## src/sv/case_insensitive_substring_finder_macros.svh

```systemverilog
// Assertion macros for the case-insensitive substring finder.
// Included by the top-level RTL file, which carries the concurrent checks; no other dependencies.
`ifndef CASE_INSENSITIVE_SUBSTRING_FINDER_MACROS_SVH
`define CASE_INSENSITIVE_SUBSTRING_FINDER_MACROS_SVH

`ifndef SYNTHESIS

// same-cycle implication
`define CISF_ASSERT_SAME(label, clk, rstn, lhs, rhs) \
    label: assert property (@(posedge clk) disable iff (!(rstn)) (lhs) |-> (rhs)) \
        else $error("check failed: same-cycle implication");

// next-cycle implication
`define CISF_ASSERT_NEXT(label, clk, rstn, lhs, rhs) \
    label: assert property (@(posedge clk) disable iff (!(rstn)) (lhs) |=> (rhs)) \
        else $error("check failed: next-cycle implication");

`else

`define CISF_ASSERT_SAME(label, clk, rstn, lhs, rhs)
`define CISF_ASSERT_NEXT(label, clk, rstn, lhs, rhs)

`endif

`endif

```

## src/sv/cisf_pkg.sv

```systemverilog
// Shared types, constants and the ASCII case fold for the substring finder.
// No dependencies.
`default_nettype none

package cisf_pkg;

    localparam int CFG_INDEX_BITS = 2;
    localparam int CFG_DATA_BITS  = 64;
    localparam int LEN_BITS       = 5;

    localparam logic [7:0] ASCII_UPPER_A = 8'h41;
    localparam logic [7:0] ASCII_UPPER_Z = 8'h5A;
    localparam logic [7:0] ASCII_LOWER_A = 8'h61;

    typedef enum logic [CFG_INDEX_BITS-1:0] {
        CFG_PATTERN_LOW    = 2'd0,
        CFG_PATTERN_HIGH   = 2'd1,
        CFG_PATTERN_LENGTH = 2'd2
    } cfg_index_t;

    // fold A..Z to a..z, everything else unchanged
    function automatic logic [7:0] fold_byte(input logic [7:0] c);
        logic [7:0] r;
        r = c;
        if (c >= ASCII_UPPER_A && c <= ASCII_UPPER_Z) begin
            r = c + (ASCII_LOWER_A - ASCII_UPPER_A);
        end
        return r;
    endfunction

endpackage

`default_nettype wire

```

## src/sv/cisf_cell.sv

```systemverilog
// One cell of the match chain: holds the partial-match bit for one pattern position.
// Depends on cisf_pkg (fold_byte).
`default_nettype none

module cisf_cell (
    input  wire logic       aclk,
    input  wire logic       aresetn,
    input  wire logic       shift_en,
    input  wire logic       clear,
    input  wire logic [7:0] text_folded,
    input  wire logic [7:0] pattern_byte,
    input  wire logic       prev_match,
    output logic            match_next,
    output logic            match_out
);
    import cisf_pkg::*;

    logic match_reg;

    // pattern prefix up to this position ends at the current text byte
    assign match_next = prev_match && (text_folded == fold_byte(pattern_byte));
    assign match_out  = match_reg;

    always_ff @(posedge aclk) begin
        if (!aresetn) begin
            match_reg <= 1'b0;
        end else if (clear) begin
            match_reg <= 1'b0;
        end else if (shift_en) begin
            match_reg <= match_next;
        end
    end

endmodule

`default_nettype wire

```

## src/sv/case_insensitive_substring_finder.sv

```systemverilog
// Top level of the case-insensitive substring finder: config registers, cell row,
// position tracking and result register. Depends on cisf_pkg, cisf_cell, macros header.
`default_nettype none
`include "case_insensitive_substring_finder_macros.svh"

// Takes one text byte per clock cycle, sustained, with ready held high while the result
// register is empty or being drained. Each byte updates a row of PATTERN_MAX cells;
// cell k keeps whether pattern bytes 0..k (A-Z folded to lower case) end at the latest
// text byte, so the first match is known in the cycle its last byte arrives. On a
// transaction with s_last_byte set, the result (found, start offset of the first match,
// saturation flag) appears registered on the m_ channel in the next cycle and the
// per-text state clears; the next text may begin in the following cycle. A zero byte
// ends the string and later bytes up to the last one are ignored. Offsets beyond
// 2^OFFSET_BITS-1 read as all ones with m_offset_saturated set. Configuration writes
// take effect at once and belong between texts. Reset needs no clearing pass.
module case_insensitive_substring_finder #(
    parameter int PATTERN_MAX = 16,
    parameter int OFFSET_BITS = 16
) (
    input  wire logic                               aclk,
    input  wire logic                               aresetn,
    input  wire logic                               cfg_wr_en,
    input  wire logic [cisf_pkg::CFG_INDEX_BITS-1:0] cfg_index,
    input  wire logic [cisf_pkg::CFG_DATA_BITS-1:0]  cfg_data,
    input  wire logic                               s_valid,
    output logic                                    s_ready,
    input  wire logic [7:0]                         s_text_byte,
    input  wire logic                               s_last_byte,
    output logic                                    m_valid,
    input  wire logic                               m_ready,
    output logic                                    m_found,
    output logic [OFFSET_BITS-1:0]                  m_match_offset,
    output logic                                    m_offset_saturated
);
    import cisf_pkg::*;

    localparam int POS_BITS = OFFSET_BITS + 1;

    logic [CFG_DATA_BITS-1:0] pat_low_reg;
    logic [CFG_DATA_BITS-1:0] pat_high_reg;
    logic [LEN_BITS-1:0]      len_reg;

    logic [POS_BITS-1:0]      pos_reg, pos_next;
    logic                     seen_reg, seen_next;
    logic [OFFSET_BITS-1:0]   start_reg, start_next;
    logic                     sat_reg, sat_next;
    logic                     ended_reg, ended_next;

    logic                     m_valid_reg;
    logic                     found_reg;
    logic [OFFSET_BITS-1:0]   offset_reg;
    logic                     osat_reg;

    logic                     s_accept;
    logic                     take;
    logic                     clear_text;
    logic [7:0]               text_folded;
    logic [2*CFG_DATA_BITS-1:0] pattern_all;
    logic [LEN_BITS-1:0]      len_eff;
    logic [PATTERN_MAX-1:0]   len_onehot;
    logic [PATTERN_MAX-1:0]   match_next_vec;
    logic [PATTERN_MAX-1:0]   match_vec;
    logic                     hit;
    logic [POS_BITS-1:0]      count;
    logic [POS_BITS-1:0]      start_full;
    logic                     start_over;
    logic [OFFSET_BITS-1:0]   start_clip;

    assign s_ready    = !m_valid_reg || m_ready;
    assign s_accept   = s_valid && s_ready;
    assign take       = s_accept && !ended_reg && (s_text_byte != 8'd0);
    assign clear_text = s_accept && s_last_byte;

    assign text_folded = fold_byte(s_text_byte);
    assign pattern_all = {pat_high_reg, pat_low_reg};
    assign len_eff     = (len_reg > LEN_BITS'(PATTERN_MAX)) ? LEN_BITS'(PATTERN_MAX) : len_reg;

    // cell row: each cell hands its partial-match bit to the next one
    for (genvar k = 0; k < PATTERN_MAX; k++) begin : g_cell
        logic prev;
        if (k == 0) begin : g_first
            assign prev = 1'b1;
        end else begin : g_rest
            assign prev = match_vec[k-1];
        end
        assign len_onehot[k] = (len_eff == LEN_BITS'(k + 1));
        cisf_cell u_cell (
            .aclk         (aclk),
            .aresetn      (aresetn),
            .shift_en     (take),
            .clear        (clear_text),
            .text_folded  (text_folded),
            .pattern_byte (pattern_all[8*k +: 8]),
            .prev_match   (prev),
            .match_next   (match_next_vec[k]),
            .match_out    (match_vec[k])
        );
    end

    assign hit = take && !seen_reg && (|(match_next_vec & len_onehot));

    // position after this byte, saturating at all ones
    assign count      = (&pos_reg) ? pos_reg : pos_reg + 1'b1;
    assign start_full = count - POS_BITS'(len_eff);
    assign start_over = start_full[OFFSET_BITS];
    assign start_clip = start_over ? {OFFSET_BITS{1'b1}} : start_full[OFFSET_BITS-1:0];

    always_comb begin
        pos_next   = take ? count : pos_reg;
        seen_next  = seen_reg || hit;
        start_next = hit ? start_clip : start_reg;
        sat_next   = hit ? start_over : sat_reg;
        ended_next = ended_reg || (s_accept && (s_text_byte == 8'd0));
    end

    always_ff @(posedge aclk) begin
        if (!aresetn) begin
            pat_low_reg  <= '0;
            pat_high_reg <= '0;
            len_reg      <= '0;
        end else if (cfg_wr_en) begin
            case (cfg_index)
                CFG_PATTERN_LOW:    pat_low_reg  <= cfg_data;
                CFG_PATTERN_HIGH:   pat_high_reg <= cfg_data;
                CFG_PATTERN_LENGTH: len_reg      <= cfg_data[LEN_BITS-1:0];
                default: ;
            endcase
        end
    end

    always_ff @(posedge aclk) begin
        if (!aresetn) begin
            pos_reg   <= '0;
            seen_reg  <= 1'b0;
            start_reg <= '0;
            sat_reg   <= 1'b0;
            ended_reg <= 1'b0;
        end else if (clear_text) begin
            pos_reg   <= '0;
            seen_reg  <= 1'b0;
            start_reg <= '0;
            sat_reg   <= 1'b0;
            ended_reg <= 1'b0;
        end else begin
            pos_reg   <= pos_next;
            seen_reg  <= seen_next;
            start_reg <= start_next;
            sat_reg   <= sat_next;
            ended_reg <= ended_next;
        end
    end

    // result register; payload loads with the last transaction of a text
    always_ff @(posedge aclk) begin
        if (!aresetn) begin
            m_valid_reg <= 1'b0;
        end else if (clear_text) begin
            m_valid_reg <= 1'b1;
        end else if (m_ready) begin
            m_valid_reg <= 1'b0;
        end
    end

    always_ff @(posedge aclk) begin
        if (clear_text) begin
            found_reg  <= seen_next;
            offset_reg <= seen_next ? start_next : '0;
            osat_reg   <= seen_next && sat_next;
        end
    end

    assign m_valid            = m_valid_reg;
    assign m_found            = found_reg;
    assign m_match_offset     = offset_reg;
    assign m_offset_saturated = osat_reg;

    `CISF_ASSERT_SAME(a_notfound_zero, aclk, aresetn, m_valid_reg && !found_reg, (offset_reg == '0) && !osat_reg)
    `CISF_ASSERT_SAME(a_sat_all_ones, aclk, aresetn, m_valid_reg && osat_reg, &offset_reg)
    `CISF_ASSERT_NEXT(a_clear_after_last, aclk, aresetn, clear_text, (pos_reg == '0) && !seen_reg && !ended_reg)
    `CISF_ASSERT_SAME(a_ready_when_empty, aclk, aresetn, !m_valid_reg, s_ready)
    `CISF_ASSERT_SAME(a_seen_has_bytes, aclk, aresetn, seen_reg, pos_reg != '0)

endmodule

`default_nettype wire
```

## config.mk

```make
export PLATFORM = sky130hd
export DESIGN_NAME = case_insensitive_substring_finder
export DESIGN_NICKNAME = d
export VERILOG_FILES = /design/src/sv/cisf_pkg.sv /design/src/sv/cisf_cell.sv /design/src/sv/case_insensitive_substring_finder.sv
export VERILOG_INCLUDE_DIRS = /design/src /design/src/sv
export SDC_FILE = /design/constraint.sdc
export NUM_CORES = 1
export LEC_CHECK = 0
export ABC_AREA = 1
export BUFFER_PORTS_ARGS = -buffer_cell sky130_fd_sc_hd__clkbuf_2
export CAP_MARGIN = 20
export CORE_MARGIN = 10
export CORE_UTILIZATION = 55
export CTS_BUF_LIST = sky130_fd_sc_hd__clkbuf_4 sky130_fd_sc_hd__clkbuf_8
export DETAILED_ROUTE_END_ITERATION = 10
export GPL_ROUTABILITY_DRIVEN = 0
export MAX_ROUTING_LAYER = met4
export PLACE_DENSITY = 0.74
export SETUP_SLACK_MARGIN = 0.2
export SYNTH_ARGS = -nofsm -noshare
export SYNTH_HDL_FRONTEND = slang
export SYNTH_SLANG_ARGS = --single-unit
```

## constraint.sdc

```tcl
create_clock -name aclk -period 5.7 [get_ports aclk]
set_input_delay 0.57 -clock aclk [delete_from_list [all_inputs] [get_ports aclk]]
set_output_delay 0.57 -clock aclk [all_outputs]
set_load 0.05 [all_outputs]
```

==> summary.md, run 1 <==
| Metric | Value |
|---|---|
| Run status | `finished clean` |
| Largest stage delay on the critical path | `0.41 ns` |
| Cell with the largest stage delay on the worst path | `sky130_fd_sc_hd__dfxtp_1` |
| CTS Hold Buffers Added | `0` |
| Beginning of the worst hold path | `cfg_data[35]` |
| Number of antenna violations at the first check in global routing | `0` |
| Max Cap Violations | `0` |
| Most instantiated flip-flop cell in the synthesis netlist | `sky130_fd_sc_hd__dfxtp_1` |
| Tightest slew margin relative to the limit | `0.2718` |
| Clock transition at the registers of the reported paths | `0.06 ns` |
| Mean Syn Cell Area | `6.471 um^2` |
| I/O Buffers | `99` |
| Detailed-router iteration count before antenna repair | `6` |
| Post-synthesis instance area | `11920 um^2` |
| Worst Path Required | `5.98 ns` |
| Worst-case clock buffer depth | `3` |
| First DRT Iteration DRCs | `1100` |
| Core Rows | `53` |
| Remaining Overflow, GRT | `0` |
| Beginning of the worst register-to-register path | `pos_reg[0]$_SDFFE_PP0P_` |
| Width of the die | `167.2 um` |
| Worst slack at placement | `1.468 ns` |
| Pin count of the biggest net entering global routing | `135` |
| Total count of hold-check failures in the final report | `0` |
| Share of the yosys chip area belonging to registers | `0.3560` |
| Max H-tree Level | `2` |
| Critical path fanouts, max | `17` |
| Global-route wire length before repair | `56530 um` |
| Number of nets with antenna violations after routing | `0` |
| Post-Place Cell Area | `12470 um^2` |
| Clock sinks | `203` |
| Share of cells above drive strength 1 | `0.1161` |
| Area of the placeable core | `21150 um^2` |
| Final core utilization | `0.6283` |
| Max Transition Viols Final | `0` |
| Crit path buf inv count | `3` |
| Multi-input combinational cell area | `6454 um^2` |
| Reported leakage power | `5.930 nW` |
| Met1 capacity usage during global routing | `0.2860` |
| Power per Cell Area | `275.4 nW/um^2` |
| Critical path capture point type | `flop` |
| Share of the clock period used by the worst path after layout | `0.7512` |
| Launching element type of the critical path | `flop` |
| Number of different library cells in the post-synthesis netlist | `46` |
| Worst-Margin Slew | `1.091 ns` |
| Count of flip-flops with a built-in enable after synthesis | `18` |
| TritonCTS clock tree | `yes` |
| Fmax achieved | `233.6 MHz` |
| Post-synthesis cell count | `1842` |
| Post-Synthesis Net Count | `1946` |
| Cell area after layout | `13290 um^2` |
| Most utilized layer in the global route result | `met2` |
| DRC violations left | `0` |
| Clock Latency Late Sink | `0.55 ns` |
| Cell family with the largest share of critical-path delay | `simple AND/OR/NAND/NOR gates` |
| Fill cell total of the finished layout | `2009` |
| Overall die height | `167.2 um` |
| Highest-count cells in the layout ignoring fill and taps | `sky130_fd_sc_hd__nand2_1, sky130_fd_sc_hd__nor2_1, sky130_fd_sc_hd__inv_1, sky130_fd_sc_hd__o21ai_0, sky130_fd_sc_hd__dfxtp_1` |
| Met2 GRT Util | `0.4093` |
| Synth-to-layout area growth | `11.49%` |
| Routed WL per cell | `15.57 um` |
| Max IR drop VDD | `0.1988 mV` |
| Floorplan die area | `27960 um^2` |
| Total power of the final layout | `3.660 mW` |
| Unrepaired setup endpoints after global routing | `no` |
| Final total negative setup slack | `0 ns` |
| Number of placed instances with taps included | `2145` |
| Post-detailed-placement half-perimeter wirelength | `23990 um` |
| Non-filler cells, final | `2213` |
| Category of the most critical setup path | `flop to flop` |
| Min cycle time layout | `4.282 ns` |
| Tightest Hold Check Type | `primary input to flop` |
| Setup Fix Bufs, Post-CTS | `0` |
| Final #Nets | `2015` |
| Final setup violating endpoints | `0` |
| Most repeated library cell on the critical path | `sky130_fd_sc_hd__nand2_1` |
| Worst Skew | `0.02741 ns` |
| Diodes inserted | `0` |
| Root Buffer | `sky130_fd_sc_hd__clkbuf_8` |
| Worst setup path startpoint | `pos_reg[0]$_SDFFE_PP0P_` |
| Global Route met3 Usage | `0.04635` |
| Clock buffer count from CTS | `39` |
| Fraction of registers with async set/reset | `0` |
| Number of placed I/O pins | `100` |
| Detailed-route vias per instance | `5.459` |
| Vias after detailed routing | `12080` |
| Final worst setup slack | `1.418 ns` |
| Worst-case hold slack | `0.2788 ns` |
| Overall track demand over capacity in global routing | `0.2445` |
| Storage element area | `4244 um^2` |
| Number of global-route vias before repair | `11570` |
| Starting density of the core | `0.5635` |
| Yosys warns | `0` |
| Gates resized, CTS repair | `0` |
| Synthesized flop and latch total | `203` |
| Leading cell type in the layout, fill and taps excluded | `sky130_fd_sc_hd__nand2_1` |
| CP Data Arrival Time | `4.56 ns` |
| Total Routed Length | `34450 um` |
-- layer usage --
layer | wire length [um] | part of all wire
met5 | 0 | 0
met4 | 1032 | 0.030
met3 | 2587 | 0.075
met2 | 16500 | 0.48
met1 | 14340 | 0.42
-- kinds of logic (layout without fill, tap and decap cells) --
kind of cell,count (synthesis),count (layout),share of synthesized area
xor+xnor,48,48,0.03527
fa+ha+maj,24,24,0.02582
simple gates,910,910,0.3235
flops,203,203,0.3560
buf+inv,309,405,0.1052
compound gates,348,348,0.1542
-- power breakdown --
group | internal (mW) | switching, mW | leakage (nW)
sequential | 1.51 | 0.0602 | 1.69
combinational | 0.190 | 0.386 | 3.81
clock | 0.884 | 0.634 | 0.437
total | 2.58 | 1.08 | 5.93
-- synthesized netlist by cell type (18+ instances only) --
library cell | count | area share
sky130_fd_sc_hd__ha_1 | 23 | 0.024
sky130_fd_sc_hd__dfxtp_1 | 185 | 0.31
sky130_fd_sc_hd__edfxtp_1 | 18 | 0.045
sky130_fd_sc_hd__nand2_1 | 357 | 0.11
sky130_fd_sc_hd__nand3_1 | 133 | 0.056
sky130_fd_sc_hd__inv_1 | 218 | 0.069
sky130_fd_sc_hd__o21ai_0 | 188 | 0.079
sky130_fd_sc_hd__nand4_1 | 30 | 0.016
sky130_fd_sc_hd__clkbuf_1 | 51 | 0.016
sky130_fd_sc_hd__xor2_1 | 30 | 0.022
sky130_fd_sc_hd__nor2_1 | 335 | 0.11
sky130_fd_sc_hd__xnor2_1 | 18 | 0.013
sky130_fd_sc_hd__a21oi_1 | 122 | 0.051
-- cell type report --
type,instances,share of cell area
inverters,229,0.06496
multi-input cells,1330,0.4856
clock buffers,61,0.05658
well taps,275,0.02589
flip-flops and latches,203,0.3193
clock inverters,7,0.005272
repair buffers,108,0.04237
-- worst min-delay path: stages --
cell and delay (ns):
sky130_fd_sc_hd__clkbuf_2 0.08, sky130_fd_sc_hd__o21ai_0 0.07, sky130_fd_sc_hd__nor2_1 0.07
-- final timing paths --
check,slack (ns),endpoint,cells past startpoint
worst min register to register,0.48,pat_high_reg[55]$_SDFFE_PN0P_,2
worst min-delay path,0.28,pat_low_reg[35]$_SDFFE_PN0P_,3
worst max register to register,1.42,m_match_offset[8]$_SDFFCE_PN0P_,25
worst max-delay path,1.42,m_match_offset[8]$_SDFFCE_PN0P_,25
Note: power is estimated with default switching activity, not from simulation.
==> run 2, diff against run 1 <==
--- a/config.mk
+++ b/config.mk
@@ -15,7 +15,7 @@
 export DETAILED_ROUTE_END_ITERATION = 10
 export GPL_ROUTABILITY_DRIVEN = 0
 export MAX_ROUTING_LAYER = met4
-export PLACE_DENSITY = 0.74
+export PLACE_DENSITY = 0.77
 export SETUP_SLACK_MARGIN = 0.2
 export SYNTH_ARGS = -nofsm -noshare
 export SYNTH_HDL_FRONTEND = slang
==> constraint.sdc (replaced) <==
create_clock -name aclk -period 3.62 [get_ports aclk]
set_input_delay 0.362 -clock aclk [delete_from_list [all_inputs] [get_ports aclk]]
set_output_delay 0.362 -clock aclk [all_outputs]
set_load 0.05 [all_outputs]
==> summary.md, run 2 (synthesis gave the netlist of run 1 again) <==
| Metric | Value |
|---|---|
| Run status | `finished, violations left` |
| Violated checks | `negative setup slack` |
| Fmax achieved | `266.3 MHz` |
| Final #Nets | `2086` |
| Clock Latency Late Sink | `0.56 ns` |
| Detailed-route vias per instance | `5.571` |
| Crit path buf inv count | `1` |
| Worst-Margin Slew | `1.005 ns` |
| Overall die height | `167.2 um` |
| Share of the clock period used by the worst path after layout | `1.037` |
| Post-detailed-placement half-perimeter wirelength | `24910 um` |
| Remaining Overflow, GRT | `0` |
| I/O Buffers | `99` |
| Diodes inserted | `0` |
| Max Cap Violations | `0` |
| Power per Cell Area | `408.3 nW/um^2` |
| Highest-count cells in the layout ignoring fill and taps | `sky130_fd_sc_hd__nand2_1, sky130_fd_sc_hd__nor2_1, sky130_fd_sc_hd__inv_1, sky130_fd_sc_hd__o21ai_0, sky130_fd_sc_hd__dfxtp_1` |
| Cell with the largest stage delay on the worst path | `sky130_fd_sc_hd__dfxtp_2` |
| Launching element type of the critical path | `flop` |
| Post-Place Cell Area | `12800 um^2` |
| First DRT Iteration DRCs | `1075` |
| Fill cell total of the finished layout | `1863` |
| Largest stage delay on the critical path | `0.35 ns` |
| Width of the die | `167.2 um` |
| Pin count of the biggest net entering global routing | `58` |
| Tightest Hold Check Type | `primary input to flop` |
| TritonCTS clock tree | `yes` |
| Tightest slew margin relative to the limit | `0.3292` |
| Final total negative setup slack | `-1.776 ns` |
| Critical path capture point type | `flop` |
| Vias after detailed routing | `12710` |
| Leading cell type in the layout, fill and taps excluded | `sky130_fd_sc_hd__nand2_1` |
| Root Buffer | `sky130_fd_sc_hd__clkbuf_8` |
| Clock sinks | `203` |
| Number of placed I/O pins | `100` |
| Max H-tree Level | `2` |
| Number of nets with antenna violations after routing | `0` |
| Worst Skew | `0.02489 ns` |
| DRC violations left | `0` |
| Min cycle time layout | `3.755 ns` |
| Critical path fanouts, max | `8` |
| Total Routed Length | `37280 um` |
| Worst Path Required | `3.93 ns` |
| Routed WL per cell | `16.33 um` |
| Core Rows | `53` |
| CTS Hold Buffers Added | `0` |
| Max IR drop VDD | `0.2670 mV` |
| Number of global-route vias before repair | `12100` |
| Starting density of the core | `0.5635` |
| Global-route wire length before repair | `59180 um` |
| Final setup violating endpoints | `23` |
| Area of the placeable core | `21150 um^2` |
| Reported leakage power | `6.321 nW` |
| Max Transition Viols Final | `0` |
| Worst-case clock buffer depth | `3` |
| Cell area after layout | `14120 um^2` |
| Final worst setup slack | `-0.1347 ns` |
| CP Data Arrival Time | `4.06 ns` |
| Clock buffer count from CTS | `35` |
| Floorplan die area | `27960 um^2` |
| Clock transition at the registers of the reported paths | `0.07 ns` |
| Total count of hold-check failures in the final report | `0` |
| Cell family with the largest share of critical-path delay | `simple AND/OR/NAND/NOR gates` |
| Detailed-router iteration count before antenna repair | `6` |
| Synth-to-layout area growth | `18.45%` |
| Category of the most critical setup path | `flop to flop` |
| Share of cells above drive strength 1 | `0.1789` |
| Number of antenna violations at the first check in global routing | `0` |
| Most repeated library cell on the critical path | `sky130_fd_sc_hd__nand2_2` |
| Overall track demand over capacity in global routing | `0.2568` |
| Unrepaired setup endpoints after global routing | `yes` |
run 2: cell types whose count changed in the layout (fill, tap and decap cells not counted), sizes merged:
cell	change
clkinv	+3
clkbuf	-8
nand2	+2
buf	+73
bufinv	-1
run 2: timing repair:
action / in CTS / in global routing
gates resized for setup: 18 / 65
setup endpoints to repair: 34 / 35
pin swaps: 20 / 33
gates cloned: 2 / 0
setup buffers: 28 / 9
run 2: where the power goes:
part           switching, mW  internal [mW]  total (mW)  leakage [nW]
clock                   1.00           1.20        2.21         0.392
combinational          0.693          0.403        1.10          4.24
sequential            0.0922           2.37        2.46          1.69
run 2: tightest hold or removal path: stages:
cell	delay (ns)
sky130_fd_sc_hd__clkbuf_2	0.08
sky130_fd_sc_hd__o21ai_0	0.07
sky130_fd_sc_hd__nor2_1	0.08
run 2: path summary, 6_finish.rpt:
| kind | startpoint | end | cells after the start | slack, ns |
|---|---|---|---|---|
| setup / recovery | pos_reg[1]$_SDFFE_PP0P_ | m_match_offset[12]$_SDFFCE_PN0P_ | 26 | -0.13 |
| hold / removal | cfg_data[14] | pat_high_reg[14]$_SDFFE_PN0P_ | 3 | 0.06 |
| setup reg to reg | pos_reg[1]$_SDFFE_PP0P_ | m_match_offset[12]$_SDFFCE_PN0P_ | 26 | -0.13 |
| hold reg to reg | g_cell[13].u_cell.match_out$_SDFFE_PP0P_ | g_cell[13].u_cell.match_out$_SDFFE_PP0P_ | 2 | 0.48 |
run 2: per-stage QoR:
stage / power, mW / utilization / hold WS [ns] / std cells / setup slack (ns)
2_1_floorplan: 3.154 / - / 0.4372 / 1842 / -0.07601
3_3_place_gp: 3.426 / 0.6051 / 0.4570 / 2181 / 0.04643
5_1_grt: 6.016 / 0.6675 / 0.05331 / 2282 / -0.3829
4_1_cts: 5.675 / 0.6535 / 0.06099 / 2273 / 0.1674
3_5_place_dp: 3.452 / 0.6051 / 0.4627 / 2181 / -0.04034
6_report: 5.765 / 0.6675 / 0.06440 / 2282 / -0.1347
run 2: cell type report:
| type | count | area (um^2) | share of cell area |
|---|---|---|---|
| clock buffer | 53 | 679.4 | 0.04812 |
| timing repair buffer | 181 | 1155 | 0.08179 |
| sequential | 203 | 4255 | 0.3014 |
| inverter | 229 | 865.8 | 0.06132 |
| clock inverter | 9 | 51.30 | 0.003633 |
| tap | 275 | 344.1 | 0.02437 |
| multi-input combinational | 1332 | 6769 | 0.4794 |
run 2: metal layers:
layer | up-vias | share of wire | GRT usage
li1 | 6206 | - | -
met1 | 5782 | 0.41 | 0.3039
met2 | 571 | 0.48 | 0.4259
met3 | 153 | 0.074 | 0.04213
met4 | 0 | 0.042 | 0.1075
met5 | - | 0 | -
